===== config.mk =====
export PLATFORM = sky130hd
export DESIGN_NAME = pixel_scale_rotate_palette_pack_core
export DESIGN_NICKNAME = d
export VERILOG_FILES = /design/src/rtl/psrp_pkg.sv /design/src/rtl/psrp_front.sv /design/src/rtl/psrp_queue.sv /design/src/rtl/psrp_back.sv /design/src/rtl/pixel_scale_rotate_palette_pack_core.sv
export SDC_FILE = /design/constraint.sdc
export NUM_CORES = 2
export LEC_CHECK = 0
export ABC_AREA = 1
export BUFFER_PORTS_ARGS = -buffer_cell sky130_fd_sc_hd__buf_4
export CORE_MARGIN = 5
export CORE_UTILIZATION = 65
export DETAILED_ROUTE_END_ITERATION = 6
export PLACE_DENSITY = 0.8
export SLEW_MARGIN = 20
export SYNTH_ARGS = -nofsm -noshare
export SYNTH_HDL_FRONTEND = slang
export SYNTH_HIERARCHICAL = 1
export SYNTH_SLANG_ARGS = --single-unit

===== constraint.sdc =====
create_clock -name clk -period 35.3 [get_ports clk]
set_clock_uncertainty 0.15 [all_clocks]
set_input_delay 7.06 -clock clk [delete_from_list [all_inputs] [get_ports clk]]
set_output_delay 7.06 -clock clk [all_outputs]
set_load 0.01 [all_outputs]

===== src/rtl/psrp_pkg.sv =====
// ----------------------------------------------------------------------------
// psrp_pkg
// Shared types, codes and color helpers for the pixel scale/rotate/palette
// writer: configuration bundle, job word passed front to back, palette.
// ----------------------------------------------------------------------------
package psrp_pkg;

    // coordinate width of a logical panel position (panels up to 8191 wide)
    localparam int COORD_W = 13;
    // signed width of an oriented source coordinate
    localparam int SRCC_W = 17;
    // signed width of a scaled Q16.16 position
    localparam int PROD_W = 42;
    // signed width of a rectangle edge in whole panel pixels
    localparam int RECT_W = 26;
    // fraction bits of the fixed-point scale and crop
    localparam int FRAC_W = 16;
    // squared color distance width
    localparam int DIST_W = 18;
    // job queue depth between front and back
    localparam int QUEUE_DEPTH = 4;

    // configuration register indexes
    localparam logic [2:0] REG_SCALE       = 3'd0;
    localparam logic [2:0] REG_CROP_X      = 3'd1;
    localparam logic [2:0] REG_CROP_Y      = 3'd2;
    localparam logic [2:0] REG_SOURCE_TURN = 3'd3;
    localparam logic [2:0] REG_PANEL_TURN  = 3'd4;
    localparam logic [2:0] REG_RAW_WIDTH   = 3'd5;
    localparam logic [2:0] REG_RAW_HEIGHT  = 3'd6;

    // source orientation codes
    localparam logic [1:0] SRC_NONE  = 2'd0;
    localparam logic [1:0] SRC_ROT180 = 2'd1;
    localparam logic [1:0] SRC_EXIF6 = 2'd2;
    localparam logic [1:0] SRC_EXIF8 = 2'd3;

    // panel rotation codes
    localparam logic [1:0] PANEL_0   = 2'd0;
    localparam logic [1:0] PANEL_90  = 2'd1;
    localparam logic [1:0] PANEL_180 = 2'd2;
    localparam logic [1:0] PANEL_270 = 2'd3;

    // palette: panel code and whether each channel is full scale (else zero)
    localparam int PAL_N = 6;
    localparam logic [3:0] PAL_CODE [PAL_N] = '{4'd0, 4'd1, 4'd2, 4'd3, 4'd5, 4'd6};
    localparam logic       PAL_R_ON [PAL_N] = '{1'b0, 1'b1, 1'b1, 1'b1, 1'b0, 1'b0};
    localparam logic       PAL_G_ON [PAL_N] = '{1'b0, 1'b1, 1'b1, 1'b0, 1'b0, 1'b1};
    localparam logic       PAL_B_ON [PAL_N] = '{1'b0, 1'b1, 1'b0, 1'b0, 1'b1, 1'b0};

    // configuration bundle
    typedef struct packed {
        logic [23:0] scale_q16;
        logic [31:0] crop_x_q16;
        logic [31:0] crop_y_q16;
        logic [1:0]  source_turn;
        logic [1:0]  panel_turn;
        logic [14:0] raw_width;
        logic [14:0] raw_height;
    } cfg_t;

    // clipped rectangle of logical panel pixels and its color
    typedef struct packed {
        logic [COORD_W-1:0] xs;
        logic [COORD_W-1:0] xe;
        logic [COORD_W-1:0] ys;
        logic [COORD_W-1:0] ye;
        logic [3:0]         color;
    } job_t;

    // 5-bit channel to 8 bits, floor(v * 255 / 31) = 8v + floor(7v / 31)
    function automatic logic [7:0] expand5(input logic [4:0] v);
        logic [2:0] frac;
        frac = 3'(v >= 5'd5) + 3'(v >= 5'd9) + 3'(v >= 5'd14) + 3'(v >= 5'd18)
             + 3'(v >= 5'd23) + 3'(v >= 5'd27) + 3'(v >= 5'd31);
        return {v, 3'b000} + {5'b00000, frac};
    endfunction

    // 6-bit channel to 8 bits, floor(v * 255 / 63) = 4v + floor(v / 21)
    function automatic logic [7:0] expand6(input logic [5:0] v);
        logic [1:0] frac;
        frac = 2'(v >= 6'd21) + 2'(v >= 6'd42) + 2'(v >= 6'd63);
        return {v, 2'b00} + {6'b000000, frac};
    endfunction

endpackage


===== src/rtl/psrp_front.sv =====
// ----------------------------------------------------------------------------
// psrp_front
// Four-stage front: orients the source pixel, scales it to a panel
// rectangle, clips it to the logical panel and picks the palette color.
// Empty rectangles are dropped; the rest are pushed as jobs.
// ----------------------------------------------------------------------------
module psrp_front #(
    parameter int PANEL_WIDTH  = 1200,
    parameter int PANEL_HEIGHT = 1600,
    parameter int MAX_SPAN     = 8
) (
    input  logic                clk,
    input  logic                rst_n,
    input  psrp_pkg::cfg_t      cfg,
    input  logic                in_valid,
    output logic                in_ready,
    input  logic [13:0]         src_x,
    input  logic [13:0]         src_y,
    input  logic [15:0]         pixel_rgb565,
    output logic                job_valid,
    input  logic                job_ready,
    output psrp_pkg::job_t      job
);

    localparam int SW = psrp_pkg::SRCC_W;
    localparam int PW = psrp_pkg::PROD_W;
    localparam int RW = psrp_pkg::RECT_W;
    localparam int CW = psrp_pkg::COORD_W;
    localparam int DW = psrp_pkg::DIST_W;
    localparam int NP = psrp_pkg::PAL_N;

    localparam logic signed [PW-1:0] CEIL_BIAS = PW'((1 << psrp_pkg::FRAC_W) - 1);
    localparam logic signed [RW-1:0] SPAN_MAX  = RW'(MAX_SPAN);
    localparam logic signed [RW-1:0] LW_WIDE   = RW'(PANEL_WIDTH);
    localparam logic signed [RW-1:0] LW_TALL   = RW'(PANEL_HEIGHT);

    // stage registers
    logic                 s1_valid_reg, s2_valid_reg, s3_valid_reg;
    logic signed [SW-1:0] s1_tx_reg, s1_ty_reg;
    logic [7:0]           s1_r_reg, s1_g_reg, s1_b_reg;
    logic signed [PW-1:0] s2_px_reg, s2_py_reg;
    logic [15:0]          s2_sq_reg [3];
    logic [15:0]          s2_cq_reg [3];
    logic signed [RW-1:0] s3_x0_reg, s3_x1_reg, s3_y0_reg, s3_y1_reg;
    logic [DW-1:0]        s3_dist_reg [NP];

    logic                 advance;
    logic                 s3_hit;

    // stage 0: undo source orientation, expand color
    logic signed [SW-1:0] sx, sy, rw, rh, tx_next, ty_next;

    assign sx = signed'(SW'(src_x));
    assign sy = signed'(SW'(src_y));
    assign rw = signed'(SW'(cfg.raw_width));
    assign rh = signed'(SW'(cfg.raw_height));

    always_comb
    begin
        case (cfg.source_turn)
            psrp_pkg::SRC_NONE:
            begin
                tx_next = sx;
                ty_next = sy;
            end
            psrp_pkg::SRC_ROT180:
            begin
                tx_next = rw - SW'(1) - sx;
                ty_next = rh - SW'(1) - sy;
            end
            psrp_pkg::SRC_EXIF6:
            begin
                tx_next = rh - SW'(1) - sy;
                ty_next = sx;
            end
            psrp_pkg::SRC_EXIF8:
            begin
                tx_next = sy;
                ty_next = rw - SW'(1) - sx;
            end
            default:
            begin
                tx_next = sx;
                ty_next = sy;
            end
        endcase
    end

    // stage 1: scale multiply and channel squares
    logic signed [PW-1:0] sc_w;
    logic signed [PW-1:0] px_next, py_next;
    logic [7:0]           ch [3];
    logic [7:0]           inv [3];

    assign sc_w    = signed'(PW'(cfg.scale_q16));
    assign px_next = PW'(s1_tx_reg) * sc_w;
    assign py_next = PW'(s1_ty_reg) * sc_w;
    assign ch[0]   = s1_r_reg;
    assign ch[1]   = s1_g_reg;
    assign ch[2]   = s1_b_reg;

    always_comb
    begin
        for (int c = 0; c < 3; c++)
        begin
            inv[c] = 8'd255 - ch[c];
        end
    end

    // stage 2: floor/ceil edges, span limit, palette distances
    logic signed [PW-1:0] cx_w, cy_w, ax, bx, ay, by;
    logic signed [PW-1:0] fx0, fx1, fy0, fy1;
    logic signed [RW-1:0] x0, x1, y0, y1, x1_next, y1_next;
    logic [DW-1:0]        dist_next [NP];

    assign cx_w = signed'(PW'(cfg.crop_x_q16));
    assign cy_w = signed'(PW'(cfg.crop_y_q16));
    assign ax   = s2_px_reg - cx_w;
    assign bx   = s2_px_reg + sc_w - cx_w + CEIL_BIAS;
    assign ay   = s2_py_reg - cy_w;
    assign by   = s2_py_reg + sc_w - cy_w + CEIL_BIAS;
    assign fx0  = ax >>> psrp_pkg::FRAC_W;
    assign fx1  = bx >>> psrp_pkg::FRAC_W;
    assign fy0  = ay >>> psrp_pkg::FRAC_W;
    assign fy1  = by >>> psrp_pkg::FRAC_W;
    assign x0   = fx0[RW-1:0];
    assign x1   = fx1[RW-1:0];
    assign y0   = fy0[RW-1:0];
    assign y1   = fy1[RW-1:0];

    assign x1_next = ((x1 - x0) > SPAN_MAX) ? (x0 + SPAN_MAX) : x1;
    assign y1_next = ((y1 - y0) > SPAN_MAX) ? (y0 + SPAN_MAX) : y1;

    always_comb
    begin
        for (int i = 0; i < NP; i++)
        begin
            dist_next[i] = DW'(psrp_pkg::PAL_R_ON[i] ? s2_cq_reg[0] : s2_sq_reg[0])
                         + DW'(psrp_pkg::PAL_G_ON[i] ? s2_cq_reg[1] : s2_sq_reg[1])
                         + DW'(psrp_pkg::PAL_B_ON[i] ? s2_cq_reg[2] : s2_sq_reg[2]);
        end
    end

    // stage 3: clip to logical panel, nearest palette entry, first wins ties
    logic signed [RW-1:0] lw, lh, xs, xe, ys, ye;
    logic [DW-1:0]        best;
    logic [3:0]           code;

    assign lw = cfg.panel_turn[0] ? LW_TALL : LW_WIDE;
    assign lh = cfg.panel_turn[0] ? LW_WIDE : LW_TALL;
    assign xs = (s3_x0_reg < 0) ? '0 : s3_x0_reg;
    assign ys = (s3_y0_reg < 0) ? '0 : s3_y0_reg;
    assign xe = (s3_x1_reg > lw) ? lw : s3_x1_reg;
    assign ye = (s3_y1_reg > lh) ? lh : s3_y1_reg;
    assign s3_hit = (xe > xs) && (ye > ys);

    always_comb
    begin
        best = '1;
        code = psrp_pkg::PAL_CODE[1];
        for (int i = 0; i < NP; i++)
        begin
            if (s3_dist_reg[i] < best)
            begin
                best = s3_dist_reg[i];
                code = psrp_pkg::PAL_CODE[i];
            end
        end
    end

    assign job_valid = s3_valid_reg && s3_hit;
    assign job.xs    = xs[CW-1:0];
    assign job.xe    = xe[CW-1:0];
    assign job.ys    = ys[CW-1:0];
    assign job.ye    = ye[CW-1:0];
    assign job.color = code;

    // whole pipe moves together; an empty rectangle leaves without a push
    assign advance  = !s3_valid_reg || !s3_hit || job_ready;
    assign in_ready = advance;

    // stage valid bits
    always_ff @(posedge clk or negedge rst_n)
    begin
        if (!rst_n)
        begin
            s1_valid_reg <= 1'b0;
            s2_valid_reg <= 1'b0;
            s3_valid_reg <= 1'b0;
        end
        else if (advance)
        begin
            s1_valid_reg <= in_valid;
            s2_valid_reg <= s1_valid_reg;
            s3_valid_reg <= s2_valid_reg;
        end
    end

    // stage payloads
    always_ff @(posedge clk)
    begin
        if (advance)
        begin
            s1_tx_reg <= tx_next;
            s1_ty_reg <= ty_next;
            s1_r_reg  <= psrp_pkg::expand5(pixel_rgb565[15:11]);
            s1_g_reg  <= psrp_pkg::expand6(pixel_rgb565[10:5]);
            s1_b_reg  <= psrp_pkg::expand5(pixel_rgb565[4:0]);

            s2_px_reg <= px_next;
            s2_py_reg <= py_next;
            for (int c = 0; c < 3; c++)
            begin
                s2_sq_reg[c] <= 16'(ch[c]) * 16'(ch[c]);
                s2_cq_reg[c] <= 16'(inv[c]) * 16'(inv[c]);
            end

            s3_x0_reg <= x0;
            s3_x1_reg <= x1_next;
            s3_y0_reg <= y0;
            s3_y1_reg <= y1_next;
            for (int i = 0; i < NP; i++)
            begin
                s3_dist_reg[i] <= dist_next[i];
            end
        end
    end

endmodule


===== src/rtl/psrp_queue.sv =====
// ----------------------------------------------------------------------------
// psrp_queue
// Small job queue between front and back so that each side stalls on its
// own.
// ----------------------------------------------------------------------------
module psrp_queue (
    input  logic           clk,
    input  logic           rst_n,
    input  logic           push_valid,
    output logic           push_ready,
    input  psrp_pkg::job_t push_job,
    output logic           pop_valid,
    input  logic           pop_ready,
    output psrp_pkg::job_t pop_job
);

    localparam int DEPTH = psrp_pkg::QUEUE_DEPTH;
    localparam int PTR_W = $clog2(DEPTH);
    localparam int CNT_W = $clog2(DEPTH + 1);

    psrp_pkg::job_t   slot_reg [DEPTH];
    logic [PTR_W-1:0] wr_ptr_reg, rd_ptr_reg;
    logic [CNT_W-1:0] count_reg;
    logic             do_push, do_pop;

    assign push_ready = (count_reg != CNT_W'(DEPTH));
    assign pop_valid  = (count_reg != '0);
    assign pop_job    = slot_reg[rd_ptr_reg];
    assign do_push    = push_valid && push_ready;
    assign do_pop     = pop_valid && pop_ready;

    // pointers and fill level
    always_ff @(posedge clk or negedge rst_n)
    begin
        if (!rst_n)
        begin
            wr_ptr_reg <= '0;
            rd_ptr_reg <= '0;
            count_reg  <= '0;
        end
        else
        begin
            if (do_push)
            begin
                wr_ptr_reg <= wr_ptr_reg + PTR_W'(1);
            end
            if (do_pop)
            begin
                rd_ptr_reg <= rd_ptr_reg + PTR_W'(1);
            end
            if (do_push && !do_pop)
            begin
                count_reg <= count_reg + CNT_W'(1);
            end
            else if (do_pop && !do_push)
            begin
                count_reg <= count_reg - CNT_W'(1);
            end
        end
    end

    // job slots
    always_ff @(posedge clk)
    begin
        if (do_push)
        begin
            slot_reg[wr_ptr_reg] <= push_job;
        end
    end

endmodule


===== src/rtl/psrp_back.sv =====
// ----------------------------------------------------------------------------
// psrp_back
// Walks a job rectangle in row-major order, rotates each logical pixel onto
// the panel and forms the nibble write in a registered output word.
// ----------------------------------------------------------------------------
module psrp_back #(
    parameter int PANEL_WIDTH  = 1200,
    parameter int PANEL_HEIGHT = 1600
) (
    input  logic           clk,
    input  logic           rst_n,
    input  logic [1:0]     panel_turn,
    input  logic           job_valid,
    output logic           job_ready,
    input  psrp_pkg::job_t job,
    output logic           out_valid,
    input  logic           out_ready,
    output logic [19:0]    byte_address,
    output logic           low_nibble,
    output logic [3:0]     color_code,
    output logic           last
);

    localparam int CW       = psrp_pkg::COORD_W;
    localparam int IDX_BITS = $clog2(PANEL_WIDTH * PANEL_HEIGHT);
    localparam int IX_W     = (IDX_BITS > 21) ? IDX_BITS : 21;

    localparam logic [CW-1:0] PW_LAST = CW'(PANEL_WIDTH - 1);
    localparam logic [CW-1:0] PH_LAST = CW'(PANEL_HEIGHT - 1);

    // walker state
    logic           busy_reg;
    psrp_pkg::job_t job_reg;
    logic [CW-1:0]  emit_x_reg, emit_y_reg;

    // rotated pixel stage
    logic           b1_valid_reg;
    logic [CW-1:0]  b1_ox_reg, b1_oy_reg;
    logic [3:0]     b1_color_reg;
    logic           b1_last_reg;

    // output word
    logic           o_valid_reg;
    logic [19:0]    o_addr_reg;
    logic           o_low_reg;
    logic [3:0]     o_color_reg;
    logic           o_last_reg;

    logic           advance;
    logic           row_end, rect_end;
    logic [CW-1:0]  ox_next, oy_next;
    logic [IX_W-1:0] idx;

    assign advance   = !o_valid_reg || out_ready;
    assign job_ready = !busy_reg;
    assign row_end   = (emit_x_reg == job_reg.xe - CW'(1));
    assign rect_end  = row_end && (emit_y_reg == job_reg.ye - CW'(1));

    // logical to physical panel position
    always_comb
    begin
        case (panel_turn)
            psrp_pkg::PANEL_0:
            begin
                ox_next = emit_x_reg;
                oy_next = emit_y_reg;
            end
            psrp_pkg::PANEL_90:
            begin
                ox_next = emit_y_reg;
                oy_next = PH_LAST - emit_x_reg;
            end
            psrp_pkg::PANEL_180:
            begin
                ox_next = PW_LAST - emit_x_reg;
                oy_next = PH_LAST - emit_y_reg;
            end
            psrp_pkg::PANEL_270:
            begin
                ox_next = PW_LAST - emit_y_reg;
                oy_next = emit_x_reg;
            end
            default:
            begin
                ox_next = emit_x_reg;
                oy_next = emit_y_reg;
            end
        endcase
    end

    // pixel index in the frame buffer
    assign idx = IX_W'(b1_oy_reg) * IX_W'(PANEL_WIDTH) + IX_W'(b1_ox_reg);

    // walker and pipeline control
    always_ff @(posedge clk or negedge rst_n)
    begin
        if (!rst_n)
        begin
            busy_reg     <= 1'b0;
            emit_x_reg   <= '0;
            emit_y_reg   <= '0;
            b1_valid_reg <= 1'b0;
            o_valid_reg  <= 1'b0;
        end
        else
        begin
            if (!busy_reg)
            begin
                if (job_valid)
                begin
                    busy_reg   <= 1'b1;
                    emit_x_reg <= job.xs;
                    emit_y_reg <= job.ys;
                end
            end
            else if (advance)
            begin
                if (rect_end)
                begin
                    busy_reg <= 1'b0;
                end
                else if (row_end)
                begin
                    emit_x_reg <= job_reg.xs;
                    emit_y_reg <= emit_y_reg + CW'(1);
                end
                else
                begin
                    emit_x_reg <= emit_x_reg + CW'(1);
                end
            end
            if (advance)
            begin
                b1_valid_reg <= busy_reg;
                o_valid_reg  <= b1_valid_reg;
            end
        end
    end

    // payload registers
    always_ff @(posedge clk)
    begin
        if (!busy_reg && job_valid)
        begin
            job_reg <= job;
        end
        if (advance)
        begin
            b1_ox_reg    <= ox_next;
            b1_oy_reg    <= oy_next;
            b1_color_reg <= job_reg.color;
            b1_last_reg  <= rect_end;
            o_addr_reg   <= idx[20:1];
            o_low_reg    <= idx[0];
            o_color_reg  <= b1_color_reg;
            o_last_reg   <= b1_last_reg;
        end
    end

    assign out_valid    = o_valid_reg;
    assign byte_address = o_addr_reg;
    assign low_nibble   = o_low_reg;
    assign color_code   = o_color_reg;
    assign last         = o_last_reg;

endmodule


===== src/rtl/pixel_scale_rotate_palette_pack_core.sv =====
// A pixel passes the front stage registers, a queue slot, the back walker and the
// rotated pixel and output word registers. Front takes one pixel per cycle while
// the 4-entry job queue has room. Back emits one write per cycle while the output
// is ready, loads each rectangle before its walk and takes the next one only when the walk is done.
// Reset (rst_n low, asynchronous) empties the pipe and queue and loads the
// register defaults: scale 1.0, no crop, no turns, raw size 1200 x 1600.
// ----------------------------------------------------------------------------
// pixel_scale_rotate_palette_pack_core
// Nearest-neighbor scale, rotate and palette quantize of a decoded pixel
// stream into nibble writes for a 4-bit packed panel frame buffer.
// ----------------------------------------------------------------------------
module pixel_scale_rotate_palette_pack_core #(
    parameter int PANEL_WIDTH  = 1200,
    parameter int PANEL_HEIGHT = 1600,
    parameter int MAX_SPAN     = 8
) (
    input  logic        clk,
    input  logic        rst_n,
    // configuration write port
    input  logic        cfg_wr_en,
    input  logic [2:0]  cfg_wr_index,
    input  logic [31:0] cfg_wr_data,
    // pixel words in
    input  logic        s_axis_tvalid,
    output logic        s_axis_tready,
    input  logic [47:0] s_axis_tdata,   // src_x[13:0], src_y[27:14], pixel_rgb565[43:28]
    // frame buffer writes out
    output logic        m_axis_tvalid,
    input  logic        m_axis_tready,
    output logic [31:0] m_axis_tdata,   // byte_address[19:0], low_nibble[20], color_code[24:21]
    output logic        m_axis_tlast
);

    psrp_pkg::cfg_t cfg_reg;
    psrp_pkg::job_t front_job, back_job;
    logic           front_valid, front_ready;
    logic           back_valid, back_ready;
    logic [19:0]    byte_address;
    logic           low_nibble;
    logic [3:0]     color_code;

    // configuration registers
    always_ff @(posedge clk or negedge rst_n)
    begin
        if (!rst_n)
        begin
            cfg_reg.scale_q16   <= 24'd65536;
            cfg_reg.crop_x_q16  <= '0;
            cfg_reg.crop_y_q16  <= '0;
            cfg_reg.source_turn <= psrp_pkg::SRC_NONE;
            cfg_reg.panel_turn  <= psrp_pkg::PANEL_0;
            cfg_reg.raw_width   <= 15'd1200;
            cfg_reg.raw_height  <= 15'd1600;
        end
        else if (cfg_wr_en)
        begin
            case (cfg_wr_index)
                psrp_pkg::REG_SCALE:       cfg_reg.scale_q16   <= cfg_wr_data[23:0];
                psrp_pkg::REG_CROP_X:      cfg_reg.crop_x_q16  <= cfg_wr_data;
                psrp_pkg::REG_CROP_Y:      cfg_reg.crop_y_q16  <= cfg_wr_data;
                psrp_pkg::REG_SOURCE_TURN: cfg_reg.source_turn <= cfg_wr_data[1:0];
                psrp_pkg::REG_PANEL_TURN:  cfg_reg.panel_turn  <= cfg_wr_data[1:0];
                psrp_pkg::REG_RAW_WIDTH:   cfg_reg.raw_width   <= cfg_wr_data[14:0];
                psrp_pkg::REG_RAW_HEIGHT:  cfg_reg.raw_height  <= cfg_wr_data[14:0];
                default:                   cfg_reg             <= cfg_reg;
            endcase
        end
    end

    // front: orient, scale, clip, quantize
    psrp_front #(
        .PANEL_WIDTH  (PANEL_WIDTH),
        .PANEL_HEIGHT (PANEL_HEIGHT),
        .MAX_SPAN     (MAX_SPAN)
    ) u_front (
        .clk          (clk),
        .rst_n        (rst_n),
        .cfg          (cfg_reg),
        .in_valid     (s_axis_tvalid),
        .in_ready     (s_axis_tready),
        .src_x        (s_axis_tdata[13:0]),
        .src_y        (s_axis_tdata[27:14]),
        .pixel_rgb565 (s_axis_tdata[43:28]),
        .job_valid    (front_valid),
        .job_ready    (front_ready),
        .job          (front_job)
    );

    // job queue
    psrp_queue u_queue (
        .clk        (clk),
        .rst_n      (rst_n),
        .push_valid (front_valid),
        .push_ready (front_ready),
        .push_job   (front_job),
        .pop_valid  (back_valid),
        .pop_ready  (back_ready),
        .pop_job    (back_job)
    );

    // back: rectangle walk and nibble writes
    psrp_back #(
        .PANEL_WIDTH  (PANEL_WIDTH),
        .PANEL_HEIGHT (PANEL_HEIGHT)
    ) u_back (
        .clk          (clk),
        .rst_n        (rst_n),
        .panel_turn   (cfg_reg.panel_turn),
        .job_valid    (back_valid),
        .job_ready    (back_ready),
        .job          (back_job),
        .out_valid    (m_axis_tvalid),
        .out_ready    (m_axis_tready),
        .byte_address (byte_address),
        .low_nibble   (low_nibble),
        .color_code   (color_code),
        .last         (m_axis_tlast)
    );

    assign m_axis_tdata = {7'b0000000, color_code, low_nibble, byte_address};

endmodule


======== After elaboration in Yosys (flattened, before gate mapping) ========
Memory sizes are Yosys's and may differ from the RTL's.
Cells that the tools add are included.
cells by class
  $lt $le $gt $ge ......................... 31
  multiply operators ...................... 9
  multiplexer cells ....................... 43
  reduce and logical (&&, ||, !) cells .... 31
  eq/ne operators ......................... 18
  $add $sub $neg .......................... 59
operators with widths
  kind                                                                           count
  42-bit by 33-bit subtractor with 42-bit output                                 4
  26-bit two-way mux                                                             6
  17-bit one-hot mux with 4 select lines                                         2
  13-bit two-way mux                                                             10
  18-bit by 16-bit adder with 18-bit output                                      6
  26-bit > comparator                                                            4
  13-bit one-hot mux with 4 select lines                                         2
  8-bit by 8-bit multiplier with 16-bit output                                   6
  18-bit less-than comparator                                                    5
  18-bit two-way mux                                                             5
  42-bit by 17-bit adder with 42-bit output, second input constant               2
  42-bit by 25-bit adder with 42-bit output                                      2
  17-bit by 25-bit multiplier with 42-bit output                                 2
  16-bit by 16-bit adder with 17-bit output                                      4
  26-bit by 5-bit adder with 26-bit output, second input constant                2
  26-bit by 5-bit > comparator with 1-bit output, second input constant          2
  26-bit by 1-bit less-than comparator with 1-bit output, second input constant  2
  11-bit by 13-bit subtractor with 13-bit output, first input constant           4
  26-bit subtractor                                                              2
  5-bit >= comparator, second input constant                                     8
  15-bit by 1-bit subtractor with 16-bit output, second input constant           2
  3-bit by 1-bit adder with 3-bit output                                         10
  13-bit by 1-bit adder with 13-bit output, second input constant                2
  13-bit equality test                                                           2
  39 further kinds                                                               95
word-level totals
  memories kept ........................... 4
  bits in registers ....................... 507
  word-level logic and storage cells ...... 236
  bits of input ports ..................... 88
  output and inout port bits .............. 35
  bits in writable memories ............... 424
memories
  name                 depth  width  rd ports  clocked after memory_dff  wr ports  line              RTL
  u_queue.slot_reg     4      55     1         0                         1         psrp_queue.sv:21  psrp_pkg::job_t slot_reg [DEPTH];
  u_front.s3_dist_reg  6      18     6         0                         6         psrp_front.sv:45  logic [DW-1:0] s3_dist_reg [NP];
  u_front.s2_cq_reg    3      16     3         0                         3         psrp_front.sv:43  logic [15:0] s2_cq_reg [3];
  u_front.s2_sq_reg    3      16     3         0                         3         psrp_front.sv:42  logic [15:0] s2_sq_reg [3];

======== Logic depth before layout (Yosys ltp) ========
An unclocked memory read counts as a cell.
  word-level depth ........................ 13
  mapped depth ............................ 58
  depth with buffers taken out ............ 51

======== Cells and area by module ========
The synthesis kept the hierarchy.
modules (own cells, without submodules)
  module                                area an instance (um^2)  cells each  sequential area each (um^2)  instances
  psrp_front                            74,387.6                 8,835       13,407.9                     1
  psrp_queue                            9,890.7                  713         6,901.6                      1
  psrp_back                             9,435.3                  1,148       3,728.6                      1
  pixel_scale_rotate_palette_pack_core  4,880.9                  549         3,062.9                      1

======== Worst setup path before layout ========
OpenSTA, ideal clock, no wires.
  path kind ............................... register -> output
  from .................................... register, netlist name cfg_reg[30]
  to ...................................... output s_axis_tready
  arrival time ............................ 13.594 ns
  slack ................................... 14.496 ns
  required time ........................... 28.090 ns
  path buffers ............................ 1
  stages on the path, launching flop included .. 27
  path through ............................ dfrtp_1 > inv_1 > ha_1 > a211o_1 > a31o_2 > a21oi_1 > o31ai_1 > nand2_1 > inv_1 > clkbuf_1 > nor2_1 > ha_1 > nand2_1 > inv_1 > a221oi_1 > o21ai_0 > nand3_1 > a21oi_1 > a211oi_1 > o31ai_1 > nand2_1 > nand2_1 > a21oi_1 > o21ai_0 > a21oi_1 > nor4_1 > nand2_1
RTL lines
  what           line                                        RTL
  end, declared  pixel_scale_rotate_palette_pack_core.sv:25  output logic s_axis_tready,

==> summary.txt <==
CTS
  – CTS Buf Count: slightly above 100
  – Reg clk slew, reported paths: ~0.060 ns
  – Sink Count: 929
  – CTS tree: yes
  – Post-CTS sizing: 0
  – # Post-CTS Setup Buffers: 0
  – Clock Tree Buf Depth: 3
  – Clock Latency Late Sink: 0.75 ns
  – # H-tree levels: 3
  – CTS root buffer: clkbuf_16
  – Hold buffer count at cts: 0

Synthesis
  – Synth top area share: 0.234
  – Area contributors post-synth: edfxtp_1 23%, fa_1 19%, ha_1 14%, nand2_1 9.6%, inv_1 9.1%
  – Seq cells post-synth: approximately 930
  – Syn. warnings: 6
  – Area leader, netlist: edfxtp_1
  – Mapped cell area: roughly 0.099 sq mm
  – Seq/Total Area, Yosys: 0.275
  – Post-synth EDFFs: roughly 770
  – Synth async-reset ratio: 0.173
  – Synthesized area per cell: a little under 9 sq um
  – Syn Inst Count: 11.2k
  – Unique cell type count in the Yosys netlist: 80
  – Predominant post-synthesis flop cell: edfxtp_1

Worst setup path
  – Slowest CP cell: dfrtp_1
  – Top delay family on crit path: simple AND/OR/NAND/NOR gates
  – CP Class: reg2out
  – Worst path bufs/invs: 4
  – Crit path launch type: flip-flop
  – CP most frequent cell: a21oi_1
  – Worst Path Max Fanout: 44
  – Max incr delay on CP: between 0.9 and 1 ns
  – Crit path arrival time: 8.03 ns
  – Critical path capture point type: primary output
  – Worst endpoint required time: ~28 ns

Floorplanning
  – Area of the die: 0.160 sq mm
  – Die width: 399 um
  – Initial Utilization: 0.651
  – # IOs: ~120
  – Std cell rows: between 100 and 150
  – Die H: between 300 and 400 um
  – Core area: roughly 0.15 sq mm

Finish
  – Multi-input logic area: between 0.06 and 0.07 sq mm
  – Nets: about 13k
  – Share of layout cells above drive strength 1: 0.0518
  – Commonest non-fill, non-tap cell in the layout: nand2_1
  – Max reg flops: 224
  – Register area: approximately 0.027 sq mm
  – Most frequent cells in the layout: 2,525 x nand2_1, 2,395 x inv_1, 1,113 x ha_1
  – Area Overhead vs Synth: 5.93%
  – Fill count: about 11k

STA
  – FMAX: approximately 66 MHz
  – Final-report hold violation count: 0
  – Least-Margin Pin Slew: 1.25 ns
  – Rel. slew slack: 0.168
  – Max Transition Viols Final: 0
  – Post-route minimum period: about 15 ns
  – Tcrit/Tclk final: 0.432
  – Post-Route Setup TNS: 0 ns
  – # setup viols final: 0
  – RSZ-0062 raised after global routing: no

Detailed routing
  – Remaining antenna violation count: 0
  – DRC viols: 0
  – Vias per cell: 5.68
  – DR WL/cell: 18.6 um
  – Via count: roughly 75k
  – Pre-antenna DRT Iters: 6
  – Routed Wire Length: roughly 250,000 um
  – DRT iter0 DRCs: ~6.3k

Global routing
  – Gr usage total: 0.311
  – Initial antenna violation count: 8
  – Gr ovfl total: 0
  – First-pass GRT wire length: 396,000 um
  – Vias in the first global route: just under 80k
  – Largest net degree at the start of global routing: 158

Flow run
  – Max Cap Viol: 0

Placement
  – Placer Congestion: 0.983
  – DP HPWL: roughly 190,000 um
  – I/O Buffers: 111

Hold path
  – Hold Crit Class: reg2reg

Run status
  – Status: complete, no violations
Yosys cell counts, types with 70 or more instances:
cell / n
dfrtp_1: 153
o21ai_0: 287
edfxtp_1: 768
nor2_1: 461
inv_1: 2396
clkbuf_1: 249
fa_1: 936
a21oi_1: 530
nand3_1: 334
xnor2_1: 171
o211ai_2: 70
xor2_1: 416
nand2_1: 2526
ha_1: 1113
worst register-to-register path, delay by kind of cell, from the launching register on:
kind	cells	cell delay, ns
buffers and inverters	2	0.19
AO/OA/AOI/OAI	16	4.30
flip-flops	1	0.42
AND/OR/NAND/NOR	20	4.79
adder cells (fa/ha/maj)	5	1.46
worst paths after layout:
path	start	end	slack, ns	depth (start not counted)
worst min-delay path	u_back/job_reg[3]$_DFFE_PP_	u_back/b1_color_reg[3]$_DFFE_PN_	0.26	0
max in group asynchronous	rst_n	u_queue/rd_ptr_reg[1]$_DFFE_PN0P_	27.54	2
min in group asynchronous	rst_n	cfg_reg[32]$_DFFE_PN0P_	6.07	1
worst min register to register	u_back/job_reg[3]$_DFFE_PP_	u_back/b1_color_reg[3]$_DFFE_PN_	0.26	0
worst max-delay path	cfg_reg[30]$_DFFE_PN0P_	s_axis_tready	20.06	26
worst max register to register	u_front/s3_dist_reg[0][15]$_DFFE_PP_	u_queue/slot_reg[0][2]$_DFFE_PP_	23.81	43
area by class of cell:
type / instances / share of cell area
Sequential cell: 929 / 0.260
Tap cell: 2030 / 0.0243
Inverter: 2411 / 0.0867
Multi-Input combinational cell: 7556 / 0.582
Timing Repair Buffer: 175 / 0.0143
Antenna cell: 5 / 0.000120
Clock inverter: 69 / 0.00634
Clock buffer: 124 / 0.0271
stage by stage:
step / std cells / area [sq um] / utilization / hold WS, ns / worst slack, ns
after floorplan: 11300 / 98600 / - / 0.250 / 14.50
after global placement: 13100 / 101000 / 0.665 / 0.252 / 21.07
after detailed placement: 13100 / 101000 / 0.666 / 0.255 / 20.96
after CTS: 13300 / 104000 / 0.689 / 0.267 / 20.11
after global routing: 13300 / 104000 / 0.690 / 0.276 / 19.40
final: 13300 / 104000 / 0.690 / 0.262 / 20.06
routing by layer:
| metal | GRT usage | up-vias | routed length [um] |
|---|---|---|---|
| met4 | 0.157 | 2 | 13700 |
| met3 | 0.0495 | 737 | 21000 |
| li1 | - | 35200 | - |
| met5 | 0 | - | 13 |
| met1 | 0.399 | 36300 | 97300 |
| met2 | 0.516 | 3282 | 115000 |
logic make-up (layout without fill, tap and decap cells):
family,count (synthesis),in the layout,share of synthesized area
buffers and inverters,2772,2779,0.110
AND/OR/NAND/NOR,3616,3616,0.150
multiplexers,1,1,0.000114
flip-flops,929,929,0.275
XOR/XNOR,592,592,0.0530
AO/OA/AOI/OAI,1284,1284,0.0803
adder cells (fa/ha/maj),2049,2049,0.331
other,2,19,0.0000762
Power is left out: the tool's default activity adds up to more than one toggle a clock period on the data nets, which glitch-free logic cannot reach.
